File: config.mk
export PLATFORM = sky130hd
export DESIGN_NAME = multi_sensor_proximity_filter
export DESIGN_NICKNAME = d
export VERILOG_FILES = /design/src/rtl/core/msp_pkg.sv /design/src/rtl/core/msp_ram.sv /design/src/rtl/core/msp_prox_div.sv /design/src/rtl/core/multi_sensor_proximity_filter.sv
export SDC_FILE = /design/constraint.sdc
export NUM_CORES = 1
export LEC_CHECK = 0
export BUFFER_PORTS_ARGS = -buffer_cell sky130_fd_sc_hd__buf_2
export CORE_UTILIZATION = 63
export DETAILED_ROUTE_END_ITERATION = 10
export PLACE_DENSITY = 0.85
export SLEW_MARGIN = 20
export SYNTH_ARGS = -nofsm -noshare
export SYNTH_HDL_FRONTEND = slang
export SYNTH_SLANG_ARGS = --single-unit
File: constraint.sdc
create_clock -name clock -period 10.6 [get_ports clock]
set_input_delay 2.65 -clock clock [delete_from_list [all_inputs] [get_ports clock]]
set_output_delay 2.65 -clock clock [all_outputs]
set_load 0.1 [all_outputs]
File: src/rtl/core/msp_pkg.sv
// ---------------------------------------------------------------------------
// Proximity filter package
// Widths, constants, register indexes and shared types of the filter.
// ---------------------------------------------------------------------------
package msp_pkg;

   localparam int NUM_SENSORS = 8;
   localparam int ADDR_W      = (NUM_SENSORS > 1) ? $clog2(NUM_SENSORS) : 1;

   localparam int IDX_W    = 3;
   localparam int ECHO_W   = 16;
   localparam int DIST_W   = 9;
   localparam int MISS_W   = 8;
   localparam int PROX_W   = 8;
   localparam int COUNT_W  = 4;
   localparam int CM_RAW_W = 11;
   localparam int CSR_W    = 9;

   localparam int REQ_TDATA_W = 56;
   localparam int RSP_TDATA_W = 24;

   // Division by 58 as a multiply by a rounded-up reciprocal; exact for 16-bit echoes.
   localparam int               ECHO_SHIFT = 22;
   localparam logic [16:0]      ECHO_RECIP = 17'd72316;
   localparam int               PROD_W     = ECHO_W + 17;

   localparam logic [DIST_W-1:0]  RESET_MAX_RANGE  = 9'd75;
   localparam logic [MISS_W-1:0]  RESET_MISS_LIMIT = 8'd10;
   localparam logic [DIST_W-1:0]  MIN_VALID_CM     = 9'd1;
   localparam logic [PROX_W-1:0]  PROX_NEAR        = 8'd255;

   // Scaled offset (d - 1) * 254 needs 17 bits; the quotient fits in 8.
   localparam int DIV_NUM_W = 17;
   localparam int DIV_Q_W   = 8;
   localparam int DIV_CNT_W = 3;

   typedef enum logic [0:0] {
      CSR_MAX_RANGE  = 1'b0,
      CSR_MISS_LIMIT = 1'b1
   } csr_index_type;

   typedef struct packed {
      logic [DIST_W-1:0] held;
      logic [MISS_W-1:0] miss;
   } entry_type;

   typedef struct packed {
      logic                 start;
      logic [DIV_NUM_W-1:0] dividend;
      logic [DIST_W-1:0]    divisor;
   } div_req_type;

   typedef struct packed {
      logic               done;
      logic [DIV_Q_W-1:0] quotient;
   } div_rsp_type;

endpackage

File: src/rtl/core/msp_ram.sv
// ---------------------------------------------------------------------------
// Generic single-port-write RAM
// One write port and one read port with registered read data.
// ---------------------------------------------------------------------------
module msp_ram #(
   parameter int WIDTH  = 8,
   parameter int DEPTH  = 8,
   parameter int ADDR_W = (DEPTH > 1) ? $clog2(DEPTH) : 1
) (
   input  logic              clock,
   input  logic              wr_en,
   input  logic [ADDR_W-1:0] wr_addr,
   input  logic [WIDTH-1:0]  wr_data,
   input  logic              rd_en,
   input  logic [ADDR_W-1:0] rd_addr,
   output logic [WIDTH-1:0]  rd_data
);

   logic [WIDTH-1:0] mem_ff [DEPTH];
   logic [WIDTH-1:0] rd_data_ff;

   always_ff @(posedge clock) begin
      if (wr_en) begin
         mem_ff[wr_addr] <= wr_data;
      end
      if (rd_en) begin
         rd_data_ff <= mem_ff[rd_addr];
      end
   end

   assign rd_data = rd_data_ff;

endmodule

File: src/rtl/core/msp_prox_div.sv
// ---------------------------------------------------------------------------
// Proximity divider
// Restoring divider that yields one quotient bit per cycle, MSB first.
// ---------------------------------------------------------------------------
module msp_prox_div (
   input  logic                clock,
   input  logic                reset,
   input  msp_pkg::div_req_type req,
   output msp_pkg::div_rsp_type rsp
);

   logic                            busy_ff;
   logic                            done_ff;
   logic [msp_pkg::DIV_CNT_W-1:0]   bit_ff;
   logic [msp_pkg::DIV_NUM_W-1:0]   rem_ff;
   logic [msp_pkg::DIST_W-1:0]      div_ff;
   logic [msp_pkg::DIV_Q_W-1:0]     quo_ff;
   logic [msp_pkg::DIV_NUM_W-1:0]   trial;
   logic                            fits;

   assign trial = msp_pkg::DIV_NUM_W'(div_ff) << bit_ff;
   assign fits  = (rem_ff >= trial);

   always_ff @(posedge clock) begin
      if (reset) begin
         busy_ff <= 1'b0;
         done_ff <= 1'b0;
         bit_ff  <= '0;
      end else begin
         done_ff <= 1'b0;
         if (req.start) begin
            busy_ff <= 1'b1;
            bit_ff  <= '1;
         end else if (busy_ff) begin
            bit_ff <= bit_ff - 1'b1;
            if (bit_ff == '0) begin
               busy_ff <= 1'b0;
               done_ff <= 1'b1;
            end
         end
      end
   end

   always_ff @(posedge clock) begin
      if (req.start) begin
         rem_ff <= req.dividend;
         div_ff <= req.divisor;
         quo_ff <= '0;
      end else if (busy_ff && fits) begin
         rem_ff         <= rem_ff - trial;
         quo_ff[bit_ff] <= 1'b1;
      end
   end

   assign rsp.done     = done_ff;
   assign rsp.quotient = quo_ff;

endmodule

File: src/rtl/core/multi_sensor_proximity_filter.sv
// ---------------------------------------------------------------------------
// Multi-sensor proximity filter
// Median-of-three echo filter with per-sensor hold and nearest-distance select.
// ---------------------------------------------------------------------------
// The block takes one word at a time and returns one word for each. For an
// item that does not close a sweep, the accept cycle and the conversion state
// share one echo-to-cm multiplier, and the update state then does the
// read-modify-write of the sensor's held distance and miss run in the state
// memory. An item that closes a sweep then passes the prep state and waits in
// the map state for the proximity divider, or skips the divider when no
// sensor is valid or the range is below two. The state memory needs no
// clearing pass; per-entry valid bits make it read as zero after reset. A
// finished word waits in an output register, so a new item is taken while it
// is still unread, as long as that item's own result can wait.
// ---------------------------------------------------------------------------
module multi_sensor_proximity_filter (
   input  logic                                clock,
   input  logic                                reset,
   // req_tdata: sensor_index[2:0], echo_first[18:3], echo_second[34:19],
   // echo_third[50:35], zero fill above.
   input  logic                                req_tvalid,
   output logic                                req_tready,
   input  logic [msp_pkg::REQ_TDATA_W-1:0]     req_tdata,
   input  logic                                req_tlast,
   // rsp_tdata: held_distance[8:0], proximity[16:9], valid_count[20:17],
   // zero fill above. rsp_tlast carries sweep_done.
   output logic                                rsp_tvalid,
   input  logic                                rsp_tready,
   output logic [msp_pkg::RSP_TDATA_W-1:0]     rsp_tdata,
   output logic                                rsp_tlast,
   input  logic                                csr_we,
   input  logic [0:0]                          csr_addr,
   input  logic [msp_pkg::CSR_W-1:0]           csr_wdata
);

   typedef enum logic [2:0] {
      ST_IDLE,
      ST_CONV,
      ST_UPDATE,
      ST_PREP,
      ST_MAP,
      ST_OUT
   } state_type;

   localparam int DW = msp_pkg::DIST_W;
   localparam int AW = msp_pkg::ADDR_W;
   localparam int EW = msp_pkg::ECHO_W;

   state_type                        state_ff, state_in;
   logic                             conv_cnt_ff, conv_cnt_in;
   logic [DW-1:0]                    max_range_ff, max_range_in;
   logic [msp_pkg::MISS_W-1:0]       miss_limit_ff, miss_limit_in;
   logic [DW-1:0]                    nearest_ff, nearest_in;
   logic [msp_pkg::COUNT_W-1:0]      tally_ff, tally_in;
   logic [msp_pkg::NUM_SENSORS-1:0]  valid_ff, valid_in;
   logic                             rd_valid_ff, rd_valid_in;
   logic                             rsp_valid_ff, rsp_valid_in;
   logic [msp_pkg::RSP_TDATA_W-1:0]  rsp_data_ff, rsp_data_in;
   logic                             rsp_last_ff, rsp_last_in;

   logic [msp_pkg::IDX_W-1:0]        idx_ff;
   logic                             last_ff;
   logic [EW-1:0]                    echo_b_ff, echo_c_ff;
   logic [msp_pkg::CM_RAW_W-1:0]     cm_a_ff, cm_b_ff, cm_c_ff;
   logic [DW-1:0]                    held_ff;
   logic [msp_pkg::PROX_W-1:0]       prox_ff;
   logic [msp_pkg::COUNT_W-1:0]      count_ff;

   logic                             accept;
   logic                             slot_free;
   logic [msp_pkg::IDX_W-1:0]        req_idx;
   logic                             req_in_range;
   logic                             idx_in_range;
   logic [AW-1:0]                    req_addr;
   logic [AW-1:0]                    idx_addr;

   logic [EW-1:0]                    conv_src;
   logic [msp_pkg::PROD_W-1:0]       conv_prod;
   logic [msp_pkg::CM_RAW_W-1:0]     conv_cm;

   logic                             ram_we, ram_re;
   logic [$bits(msp_pkg::entry_type)-1:0] ram_rd_data;
   msp_pkg::entry_type               old_entry, new_entry;

   logic [DW-1:0]                    rd_a, rd_b, rd_c;
   logic [DW-1:0]                    lo_ab, hi_ab, hi_min_c, median;
   logic [msp_pkg::MISS_W-1:0]       miss_inc;
   logic [DW-1:0]                    held_out;
   logic [msp_pkg::COUNT_W-1:0]      tally_upd;
   logic [DW-1:0]                    nearest_upd;

   logic [DW-1:0]                    d_clamp, d_off;
   logic                             map_direct;
   msp_pkg::div_req_type             div_req;
   msp_pkg::div_rsp_type             div_rsp;

   assign req_tready = (state_ff == ST_IDLE);
   assign accept     = req_tvalid && req_tready;
   assign slot_free  = !rsp_valid_ff || rsp_tready;

   assign req_idx      = req_tdata[2:0];
   assign req_in_range = (32'(req_idx) < 32'(msp_pkg::NUM_SENSORS));
   assign idx_in_range = (32'(idx_ff) < 32'(msp_pkg::NUM_SENSORS));
   assign req_addr     = AW'(req_idx);
   assign idx_addr     = AW'(idx_ff);

   // Shared echo-to-cm unit: the first echo straight from the port, the rest from registers.
   always_comb begin
      if (state_ff == ST_IDLE) begin
         conv_src = req_tdata[18:3];
      end else if (!conv_cnt_ff) begin
         conv_src = echo_b_ff;
      end else begin
         conv_src = echo_c_ff;
      end
   end

   assign conv_prod = msp_pkg::PROD_W'(conv_src) * msp_pkg::PROD_W'(msp_pkg::ECHO_RECIP);
   assign conv_cm   = msp_pkg::CM_RAW_W'(conv_prod >> msp_pkg::ECHO_SHIFT);

   msp_ram #(
      .WIDTH ($bits(msp_pkg::entry_type)),
      .DEPTH (msp_pkg::NUM_SENSORS)
   ) u_state_ram (
      .clock   (clock),
      .wr_en   (ram_we),
      .wr_addr (idx_addr),
      .wr_data (new_entry),
      .rd_en   (ram_re),
      .rd_addr (req_addr),
      .rd_data (ram_rd_data)
   );

   // An entry never written since reset reads as zero.
   assign old_entry = rd_valid_ff ? msp_pkg::entry_type'(ram_rd_data) : '0;

   // Readings beyond the range count as no echo; zero already is one.
   assign rd_a = (cm_a_ff > msp_pkg::CM_RAW_W'(max_range_ff)) ? '0 : cm_a_ff[DW-1:0];
   assign rd_b = (cm_b_ff > msp_pkg::CM_RAW_W'(max_range_ff)) ? '0 : cm_b_ff[DW-1:0];
   assign rd_c = (cm_c_ff > msp_pkg::CM_RAW_W'(max_range_ff)) ? '0 : cm_c_ff[DW-1:0];

   assign lo_ab    = (rd_a < rd_b) ? rd_a : rd_b;
   assign hi_ab    = (rd_a < rd_b) ? rd_b : rd_a;
   assign hi_min_c = (hi_ab < rd_c) ? hi_ab : rd_c;
   assign median   = (lo_ab > hi_min_c) ? lo_ab : hi_min_c;

   assign miss_inc = (old_entry.miss == '1) ? old_entry.miss : old_entry.miss + 1'b1;

   always_comb begin
      if (median != '0) begin
         new_entry.held = median;
         new_entry.miss = '0;
      end else begin
         new_entry.miss = miss_inc;
         new_entry.held = (miss_inc >= miss_limit_ff) ? '0 : old_entry.held;
      end
   end

   assign held_out    = idx_in_range ? new_entry.held : '0;
   assign tally_upd   = ((held_out != '0) && (tally_ff != '1)) ? tally_ff + 1'b1 : tally_ff;
   assign nearest_upd = ((held_out != '0) && (held_out < nearest_ff)) ? held_out : nearest_ff;

   // Mapping: clamp the nearest distance into [1, max] and scale by 254.
   always_comb begin
      if (nearest_ff < msp_pkg::MIN_VALID_CM) begin
         d_clamp = msp_pkg::MIN_VALID_CM;
      end else if (nearest_ff > max_range_ff) begin
         d_clamp = max_range_ff;
      end else begin
         d_clamp = nearest_ff;
      end
   end

   assign d_off      = d_clamp - msp_pkg::MIN_VALID_CM;
   assign map_direct = (tally_ff == '0) || (max_range_ff < 9'd2);

   always_comb begin
      div_req.start    = (state_ff == ST_PREP) && !map_direct;
      div_req.dividend = (msp_pkg::DIV_NUM_W'(d_off) << 8) - (msp_pkg::DIV_NUM_W'(d_off) << 1);
      div_req.divisor  = max_range_ff - msp_pkg::MIN_VALID_CM;
   end

   msp_prox_div u_prox_div (
      .clock (clock),
      .reset (reset),
      .req   (div_req),
      .rsp   (div_rsp)
   );

   always_comb begin
      state_in      = state_ff;
      conv_cnt_in   = conv_cnt_ff;
      max_range_in  = max_range_ff;
      miss_limit_in = miss_limit_ff;
      nearest_in    = nearest_ff;
      tally_in      = tally_ff;
      valid_in      = valid_ff;
      rd_valid_in   = rd_valid_ff;
      rsp_valid_in  = rsp_valid_ff && !rsp_tready;
      rsp_data_in   = rsp_data_ff;
      rsp_last_in   = rsp_last_ff;
      ram_we        = 1'b0;
      ram_re        = 1'b0;

      if (csr_we) begin
         case (msp_pkg::csr_index_type'(csr_addr))
            msp_pkg::CSR_MAX_RANGE: begin
               max_range_in = csr_wdata;
            end
            msp_pkg::CSR_MISS_LIMIT: begin
               miss_limit_in = csr_wdata[msp_pkg::MISS_W-1:0];
            end
            default: begin
            end
         endcase
      end

      case (state_ff)
         ST_IDLE: begin
            if (req_tvalid) begin
               ram_re      = 1'b1;
               rd_valid_in = req_in_range && valid_ff[req_addr];
               conv_cnt_in = 1'b0;
               state_in    = ST_CONV;
            end
         end
         ST_CONV: begin
            conv_cnt_in = !conv_cnt_ff;
            if (conv_cnt_ff) begin
               state_in = ST_UPDATE;
            end
         end
         ST_UPDATE: begin
            if (idx_in_range) begin
               ram_we             = 1'b1;
               valid_in[idx_addr] = 1'b1;
            end
            tally_in   = tally_upd;
            nearest_in = nearest_upd;
            if (last_ff) begin
               state_in = ST_PREP;
            end else if (slot_free) begin
               rsp_valid_in = 1'b1;
               rsp_data_in  = msp_pkg::RSP_TDATA_W'(held_out);
               rsp_last_in  = 1'b0;
               state_in     = ST_IDLE;
            end else begin
               state_in = ST_OUT;
            end
         end
         ST_PREP: begin
            // The sweep closes here; the next one starts from the current range.
            nearest_in = max_range_ff;
            tally_in   = '0;
            state_in   = map_direct ? ST_OUT : ST_MAP;
         end
         ST_MAP: begin
            if (div_rsp.done) begin
               state_in = ST_OUT;
            end
         end
         ST_OUT: begin
            if (slot_free) begin
               rsp_valid_in = 1'b1;
               rsp_data_in  = msp_pkg::RSP_TDATA_W'({count_ff, prox_ff, held_ff});
               rsp_last_in  = last_ff;
               state_in     = ST_IDLE;
            end
         end
         default: begin
            state_in = ST_IDLE;
         end
      endcase
   end

   always_ff @(posedge clock) begin
      if (reset) begin
         state_ff      <= ST_IDLE;
         conv_cnt_ff   <= 1'b0;
         max_range_ff  <= msp_pkg::RESET_MAX_RANGE;
         miss_limit_ff <= msp_pkg::RESET_MISS_LIMIT;
         nearest_ff    <= msp_pkg::RESET_MAX_RANGE;
         tally_ff      <= '0;
         valid_ff      <= '0;
         rd_valid_ff   <= 1'b0;
         rsp_valid_ff  <= 1'b0;
         rsp_data_ff   <= '0;
         rsp_last_ff   <= 1'b0;
      end else begin
         state_ff      <= state_in;
         conv_cnt_ff   <= conv_cnt_in;
         max_range_ff  <= max_range_in;
         miss_limit_ff <= miss_limit_in;
         nearest_ff    <= nearest_in;
         tally_ff      <= tally_in;
         valid_ff      <= valid_in;
         rd_valid_ff   <= rd_valid_in;
         rsp_valid_ff  <= rsp_valid_in;
         rsp_data_ff   <= rsp_data_in;
         rsp_last_ff   <= rsp_last_in;
      end
   end

   // Item payload and per-item results.
   always_ff @(posedge clock) begin
      if (accept) begin
         idx_ff    <= req_idx;
         last_ff   <= req_tlast;
         echo_b_ff <= req_tdata[34:19];
         echo_c_ff <= req_tdata[50:35];
         cm_a_ff   <= conv_cm;
      end
      if (state_ff == ST_CONV) begin
         if (!conv_cnt_ff) begin
            cm_b_ff <= conv_cm;
         end else begin
            cm_c_ff <= conv_cm;
         end
      end
      if (state_ff == ST_UPDATE) begin
         held_ff  <= held_out;
         prox_ff  <= '0;
         count_ff <= '0;
      end
      if (state_ff == ST_PREP) begin
         count_ff <= tally_ff;
         prox_ff  <= (tally_ff == '0) ? '0 : msp_pkg::PROX_NEAR;
      end
      if ((state_ff == ST_MAP) && div_rsp.done) begin
         prox_ff <= msp_pkg::PROX_NEAR - div_rsp.quotient;
      end
   end

   assign rsp_tvalid = rsp_valid_ff;
   assign rsp_tdata  = rsp_data_ff;
   assign rsp_tlast  = rsp_last_ff;

endmodule

# Word level (Yosys, flattened, before mapping)
# Memories as Yosys holds them, arrays and structs flattened. A register that Yosys moved wholly into a read port is not among the register bits.
# Cells that the tools add are included.
totals:
  regBits: 198
  ram_bits: 136
  inputBits: 72
  output_inout_bits: 27
  elab_cells: 177
  mem_count: 1
memory_table:
  columns: ["memory", "depth", "width", "read_ports", "rd_clocked_by_memory_dff", "write_ports", "line", "rtl"]
  rows:
  - ["u_state_ram.mem_ff", 8, 17, 1, 1, 1, "msp_ram.sv:19", "logic [WIDTH-1:0] mem_ff [DEPTH];"]
classes:
  add_sub_neg: 8
  mul: 1
  magnitude_cmp: 17
  n_eq_ne: 15
  shift: 1
  mux: 65
  bitwise: 5
  n_reduce_logical: 37
op_table:
  columns: ["operator", "n"]
  rows:
  - ["9-bit 2-to-1 mux", 11]
  - ["24-bit 2-to-1 mux", 3]
  - ["17-bit 2-to-1 mux", 4]
  - ["24-bit one-hot mux with 2 select lines", 1]
  - ["8-bit 2-to-1 mux", 5]
  - ["11-bit by 9-bit > comparator with 1-bit output", 3]
  - ["16-bit 2-to-1 mux", 2]
  - ["16-bit by 15-bit multiplier with 31-bit output (second input constant)", 1]
  - ["9-bit less-than comparator", 3]
  - ["3-bit 2-to-1 mux", 8]
  - ["1-bit 2-to-1 mux", 19]
  - ["9-bit > comparator", 2]
  - ["3-bit one-hot mux with 6 select lines", 1]
  - ["9-bit one-hot mux with 2 select lines", 1]
  - ["9-bit nonzero test", 2]
  - ["9-bit by 1-bit subtractor with 9-bit output (second input constant)", 2]
  - ["17-bit >= comparator", 1]
  - ["9-bit by 3-bit left shift with 17-bit output", 1]
  - ["17-bit by 10-bit subtractor with 17-bit output", 1]
  - ["17-bit subtractor", 1]
  - ["8-bit OR", 2]
  - ["2-bit AND reduction", 8]
  - ["2-bit inequality test (second input constant)", 7]
  - ["3-bit by 4-bit less-than comparator with 1-bit output (second input constant)", 3]
  - ["other kinds (29)", 57]

# Logic depth before layout (Yosys ltp)
logic_depth:
  depth_word: 14
  depth_mapped: 47

# Modules after synthesis
# Synthesis repeated with hierarchy kept, for this count alone.
unflattened:
  hier_cells: 2026
  area_unflattened_um2: 22719.3
by_module_without_submodules:
  columns: ["mod", "instances", "cells_per_inst", "area_per_inst_um2", "seq_area_each_um2"]
  rows:
  - ["multi_sensor_proximity_filter", 1, 1524, 14301.2, 4023.9]
  - ["msp_ram", 1, 227, 5769.3, 4594.4]
  - ["msp_prox_div", 1, 275, 2648.8, 1041.0]

# Worst setup path after synthesis
# No wires, ideal clock.
synth_path:
  path_kind: "flip-flop to flip-flop"
  startpoint: "reg max_range_ff[8]"
  endpoint: "reg nearest_ff[5]"
  setup_time_ns: 0.123
  t_arrival_ns: 8.936
  path_slack_ns: 1.542
  stages_incl_launch_ff: 45
  path_buffers: 7
  synth_period_minus_slack_ns: 9.058
  path_cell_list: "dfxtp_1 > inv_1 > ha_1 > a2111o_1 > nor4_4 > or2_2 > buf_4 > nand2_1 > ha_1 > a211oi_2 > o21bai_1 > nand2b_4 > a21o_1 > and3_1 > clkbuf_2 > buf_4 > o32ai_2 > ha_1 > (+9 left out) > a311oi_1 > nor3_1 > nor2_1 > buf_2 > o211a_1 > a211o_1 > and3_1 > buf_6 > a41o_1 > ha_1 > a21o_1 > a21o_1 > a21oi_1 > nand2_1 > o21ai_1 > a41oi_1 > buf_6 > mux2i_1"
synth_between:
  elab_chain_len: 14
synth_rtl:
  columns: ["element", "line", "rtl"]
  rows:
  - ["start: declaration", "multi_sensor_proximity_filter.sv:51", "logic [DW-1:0] max_range_ff, max_range_in;"]
  - ["start signal: assignment", "multi_sensor_proximity_filter.sv:280", "max_range_ff <= msp_pkg::RESET_MAX_RANGE;"]
  - ["start signal: assignment", "multi_sensor_proximity_filter.sv:292", "max_range_ff <= max_range_in;"]
  - ["11-bit by 9-bit > comparator with 1-bit output, on equally long branches", "multi_sensor_proximity_filter.sv:138, multi_sensor_proximity_filter.sv:139", null]
  - ["9-bit 2-to-1 mux, on equally long branches", "multi_sensor_proximity_filter.sv:138, multi_sensor_proximity_filter.sv:139", null]
  - ["9-bit less-than comparator", "multi_sensor_proximity_filter.sv:142, multi_sensor_proximity_filter.sv:143", null]
  - ["9-bit 2-to-1 mux", "multi_sensor_proximity_filter.sv:143", "assign hi_ab = (rd_a < rd_b) ? rd_b : rd_a;"]
  - ["9-bit less-than comparator", "multi_sensor_proximity_filter.sv:144", "assign hi_min_c = (hi_ab < rd_c) ? hi_ab : rd_c;"]
  - ["9-bit 2-to-1 mux", "multi_sensor_proximity_filter.sv:144", null]
  - ["9-bit > comparator", "multi_sensor_proximity_filter.sv:145", "assign median = (lo_ab > hi_min_c) ? lo_ab : hi_min_c;"]
  - ["9-bit 2-to-1 mux (*)", "multi_sensor_proximity_filter.sv:145", null]
  - ["9-bit nonzero test", "multi_sensor_proximity_filter.sv:150", "if (median != '0) begin"]
  - ["17-bit 2-to-1 mux (*)", "multi_sensor_proximity_filter.sv:150", null]
  - ["9-bit less-than comparator / 9-bit nonzero test (equally long branches)", "multi_sensor_proximity_filter.sv:161", "assign nearest_upd = ((held_out != '0) && (held_out < nearest_ff)) ? held_out : nearest_ff;"]
  - ["1-bit logical AND", "multi_sensor_proximity_filter.sv:161", null]
  - ["2-bit inequality test (no source line)", null, null]
  - ["2-bit AND reduction (no source line)", null, null]
  - ["end signal: assignment", "multi_sensor_proximity_filter.sv:282", "nearest_ff <= msp_pkg::RESET_MAX_RANGE;"]
  - ["end signal: assignment", "multi_sensor_proximity_filter.sv:294", "nearest_ff <= nearest_in;"]
  - ["end: declaration", "multi_sensor_proximity_filter.sv:53", "logic [DW-1:0] nearest_ff, nearest_in;"]
# Every way passes the cells marked *; elsewhere a longest branch is shown, timed or not. The select of a mux whose other input is x is not followed.
# A chain may end at the register's enable or synchronous reset.

# Final worst setup path
layout_path:
  startpoint: "reg max_range_ff[8]"
  endpoint: "reg nearest_ff[7]"
# The elaborated chain is that of the path after synthesis.

==> impl_metrics.xml <==
<?xml version="1.0" encoding="UTF-8"?>
<metrics>
  <group name="outcome">
    <metric name="outcome" unit="">completed</metric>
  </group>
  <group name="setup_path">
    <metric name="critPathLaunchType" unit="">flip-flop</metric>
    <metric name="max_stage_delay" unit="ns">0.47</metric>
    <metric name="register_to_register_setup_slack" unit="ns">0.44</metric>
    <metric name="reg2reg_depth" unit="">39</metric>
    <metric name="worst_ep_arrival_time" unit="ns">10.58</metric>
    <metric name="worstSetupEndpointType" unit="">flip-flop</metric>
    <metric name="path_max_fanout" unit="">14</metric>
    <metric name="wp_buf_inv" unit="">2</metric>
    <metric name="worstReg2RegEnd" unit="">nearest_ff[7]</metric>
    <metric name="crit_slowest_cell" unit="">sky130_fd_sc_hd__a2111o_1</metric>
    <metric name="critical_path.reg2reg.startpoint" unit="">max_range_ff[8]</metric>
    <metric name="critical_path_required" unit="ns">11.01</metric>
    <metric name="timing_worst_setup_path_type" unit="">flip-flop to flip-flop</metric>
    <metric name="worst_path_most_repeated_cell" unit="">sky130_fd_sc_hd__ha_1</metric>
    <metric name="critPathTopFamily" unit="">compound AO/OA/AOI/OAI gates</metric>
  </group>
  <group name="sta">
    <metric name="max_clock_freq" unit="MHz">98.38</metric>
    <metric name="min_period" unit="ns">10.16</metric>
    <metric name="rsz0062_at_grt" unit="">no</metric>
    <metric name="finalHoldViolCount" unit="">0</metric>
    <metric name="clock_skew" unit="ns">0.02562</metric>
    <metric name="max_slew.worst_pin.slew" unit="ns">0.9989</metric>
    <metric name="whs" unit="ns">0.4514</metric>
    <metric name="timing.setup.tns" unit="ns">0</metric>
    <metric name="report.final.setup_viol" unit="">0</metric>
    <metric name="min_period_over_period" unit="%">95.89</metric>
    <metric name="finalMaxSlewViolations" unit="">0</metric>
    <metric name="timing.max_slew.rel_slack" unit="%">33.41</metric>
  </group>
  <group name="routing">
    <metric name="drc" unit="">0</metric>
    <metric name="finalWirelength" unit="um">56010</metric>
    <metric name="ant_nets" unit="">0</metric>
    <metric name="via_count" unit="">16290</metric>
    <metric name="detail_route.wl_per_cell" unit="um">21.66</metric>
    <metric name="drt_pass1_iterations" unit="">6</metric>
    <metric name="drt_first_iter_violations" unit="">1409</metric>
    <metric name="route.detailed.vias_per_inst" unit="">6.300</metric>
  </group>
  <group name="hold_path">
    <metric name="min_from" unit="">rsp_tdata[0]</metric>
    <metric name="hold_path_cells" unit="">2</metric>
    <metric name="hold-path-endpoint" unit="">rsp_tdata[0]</metric>
    <metric name="worst_hold_path_type" unit="">flip-flop to flip-flop</metric>
  </group>
  <group name="synth">
    <metric name="synth-warning-count" unit="">0</metric>
    <metric name="synth_cell_type_count" unit="">91</metric>
    <metric name="syn_avg_cell_area" unit="sq um">11.17</metric>
    <metric name="postSynth.asyncResetShare" unit="%">0</metric>
    <metric name="mappedNetlistArea" unit="sq mm">0.02223</metric>
    <metric name="synth_edf_count" unit="">269</metric>
    <metric name="postSynthRegisterBits" unit="">348</metric>
    <metric name="synth_sequential_area_ratio" unit="%">43.45</metric>
    <metric name="ys_dominant_reg_cell" unit="">sky130_fd_sc_hd__edfxtp_1</metric>
    <metric name="netlist_instances" unit="">1991</metric>
  </group>
  <group name="floorplan">
    <metric name="std_cell_rows" unit="">68</metric>
    <metric name="die_w" unit="um">189.9</metric>
    <metric name="boundaryPins" unit="">99</metric>
    <metric name="die_area" unit="sq mm">0.03604</metric>
    <metric name="initial_core_utilization" unit="%">64.20</metric>
    <metric name="fp.coreArea" unit="sq mm">0.03463</metric>
    <metric name="floorplan.die.height" unit="um">189.9</metric>
  </group>
  <group name="job">
    <metric name="drv_cap" unit="">0</metric>
  </group>
  <group name="global_routing">
    <metric name="largest_net_degree_at_the_start_of_global_routing" unit="">67</metric>
    <metric name="antenna_found_initial" unit="">2</metric>
    <metric name="number_of_global_route_vias_before_repair" unit="">16790</metric>
    <metric name="grt.overflow.total" unit="">0</metric>
    <metric name="first_pass_grt_wire_length" unit="um">87140</metric>
    <metric name="grt.total_usage" unit="%">31.49</metric>
  </group>
  <group name="finish">
    <metric name="num-nets-final" unit="">2484</metric>
    <metric name="final_core_utilization" unit="%">70.91</metric>
    <metric name="layoutNonFillerInstCount" unit="">2586</metric>
    <metric name="layout_cells_sized_above_1" unit="%">14.04</metric>
    <metric name="syn2layout_area_growth" unit="%">10.45</metric>
  </group>
  <group name="cts">
    <metric name="clock_tree_from_tritoncts" unit="">done</metric>
    <metric name="worst_skew_pair.late_latency" unit="ns">0.53</metric>
    <metric name="cts-buffers-inserted" unit="">36</metric>
    <metric name="clk_root_buffer_cell" unit="">sky130_fd_sc_hd__clkbuf_16</metric>
    <metric name="cts.sinks" unit="">348</metric>
    <metric name="clk_path_buf_depth" unit="">3</metric>
    <metric name="clkTransAtPathRegs" unit="ns">0.06</metric>
    <metric name="htreeDepth" unit="">2</metric>
  </group>
  <group name="place">
    <metric name="place.detailed.instances" unit="">2519</metric>
    <metric name="number_of_buffers_inserted_by_port_buffering" unit="">90</metric>
    <metric name="global_placement_routability_congestion" unit="">0.9704</metric>
    <metric name="place.detailed.hpwl" unit="um">39910</metric>
  </group>
</metrics>
[what timing repair did]
action                                 CTS  global route
setup endpoints to repair                0             9
endpoints found under the hold margin    0             0
hold buffers                             0             0
resized for setup                        0             6
buffers inserted                         0             2
[routing by layer]
| layer | global-route usage, % | vias up | share of wire [%] |
|---|---|---|---|
| li1 | - | 7381 | - |
| met1 | 39.10 | 7875 | 38 |
| met2 | 54.83 | 857 | 50 |
| met3 | 4.446 | 177 | 7.6 |
| met4 | 13.65 | 2 | 4.1 |
| met5 | 0 | - | 0.023 |
[metrics by stage]
stage,worst slack (ns),area (sq um)
5_1_grt,0.02055,24550
3_3_place_gp,0.4251,23370
6_report,0.4357,24550
4_1_cts,0.3307,24500
3_5_place_dp,0.4108,23370
2_1_floorplan,1.542,22240
[Yosys cell counts, types with 6 or more instances]
library cell,n,area (sq um)
sky130_fd_sc_hd__a211oi_1,12,90.09
sky130_fd_sc_hd__a21o_1,22,165.2
sky130_fd_sc_hd__a21oi_1,108,540.5
sky130_fd_sc_hd__a22o_1,6,52.55
sky130_fd_sc_hd__a31oi_1,8,50.05
sky130_fd_sc_hd__and2_1,10,62.56
sky130_fd_sc_hd__and3_1,10,62.56
sky130_fd_sc_hd__clkbuf_1,58,217.7
sky130_fd_sc_hd__dfxtp_1,79,1582
sky130_fd_sc_hd__edfxtp_1,269,8078
sky130_fd_sc_hd__fa_1,87,1742
sky130_fd_sc_hd__ha_1,221,2765
sky130_fd_sc_hd__inv_1,216,810.8
sky130_fd_sc_hd__mux2_2,23,259.0
sky130_fd_sc_hd__mux2i_1,40,400.4
sky130_fd_sc_hd__mux4_2,36,810.8
sky130_fd_sc_hd__nand2_1,189,709.4
sky130_fd_sc_hd__nand2b_1,10,62.56
sky130_fd_sc_hd__nand3_1,51,255.2
sky130_fd_sc_hd__nand4_1,20,125.1
sky130_fd_sc_hd__nor2_1,122,457.9
sky130_fd_sc_hd__nor2b_1,22,137.6
sky130_fd_sc_hd__nor3_1,37,185.2
sky130_fd_sc_hd__o211ai_1,19,142.6
sky130_fd_sc_hd__o21a_1,29,217.7
sky130_fd_sc_hd__o21ai_0,74,370.4
sky130_fd_sc_hd__o21bai_1,9,67.56
sky130_fd_sc_hd__or2_2,7,43.79
sky130_fd_sc_hd__or3_1,15,93.84
sky130_fd_sc_hd__xnor2_1,35,306.5
sky130_fd_sc_hd__xor2_1,18,157.7
[cells in the final DEF, fill, tap and decap left out, types with 23 or more instances in the layout]
cell / Yosys / final
sky130_fd_sc_hd__nand2_1: 189 / 189
sky130_fd_sc_hd__dfxtp_1: 79 / 79
sky130_fd_sc_hd__o21ai_0: 74 / 72
sky130_fd_sc_hd__ha_1: 221 / 221
sky130_fd_sc_hd__mux2_2: 23 / 23
sky130_fd_sc_hd__clkbuf_16: 0 / 38
sky130_fd_sc_hd__edfxtp_1: 269 / 269
sky130_fd_sc_hd__mux4_2: 36 / 36
sky130_fd_sc_hd__inv_1: 216 / 216
sky130_fd_sc_hd__mux2i_1: 40 / 40
sky130_fd_sc_hd__buf_4: 5 / 54
sky130_fd_sc_hd__a21oi_1: 108 / 107
sky130_fd_sc_hd__nor3_1: 37 / 31
sky130_fd_sc_hd__buf_2: 2 / 90
sky130_fd_sc_hd__fa_1: 87 / 87
sky130_fd_sc_hd__nor2_1: 122 / 122
sky130_fd_sc_hd__xnor2_1: 35 / 35
sky130_fd_sc_hd__nand3_1: 51 / 51
sky130_fd_sc_hd__o21a_1: 29 / 29
[registers in the layout, indices dropped and copies added (netlist names), 11 cells and up]
signal,cells
echo_b_ff,16
cm_b_ff,11
rsp_tdata,21
u_state_ram.mem_ff,136
u_state_ram.rd_data,17
cm_c_ff,11
echo_c_ff,16
cm_a_ff,11
u_prox_div.rem_ff,17
[cell families (layout without fill, tap and decap cells)]
kind of cell	Yosys count	after routing	synth area share, %
AOI/OAI and AO/OA	378	378	11.78
xor gates and xnor gates	53	53	2.088
adders and majority gates	308	308	20.27
buffers and inverters	291	428	5.116
DFF	348	348	43.45
muxes	99	99	6.613
other	1	4	0.01687
and+or+nand+nor	513	513	10.66
[worst min-delay path: cells and delay by family, from the launching register on]
| kind | cells | cell delay, ns |
|---|---|---|
| flops | 1 | 0.31 |
| compound gates | 1 | 0.05 |
| simple gates | 1 | 0.05 |
[cell type report]
| class | instances | area (sq um) |
|---|---|---|
| diodes | 1 | 2.502 |
| clock buffers | 49 | 992.2 |
| clock inverters | 15 | 135.1 |
| fillers | 2305 | 10070 |
| inverters | 219 | 822.0 |
| multi-input cells | 1354 | 11500 |
| flip-flops and latches | 348 | 9659 |
| well taps | 455 | 569.3 |
| repair buffers | 145 | 875.8 |
[how the worst max path moves through the flow]
stage	cells past startpoint	end	startpoint
2_1_floorplan	44	nearest_ff[5]	max_range_ff[8]
5_1_grt	40	nearest_ff[4]	max_range_ff[8]
4_1_cts	38	nearest_ff[4]	max_range_ff[8]
6_report	39	nearest_ff[7]	max_range_ff[8]
3_5_place_dp	38	nearest_ff[7]	max_range_ff[8]
3_3_place_gp	38	nearest_ff[8]	max_range_ff[8]
Power is left out: the tool's default activity adds up to more than one toggle a clock period on the data nets, which glitch-free logic cannot reach.
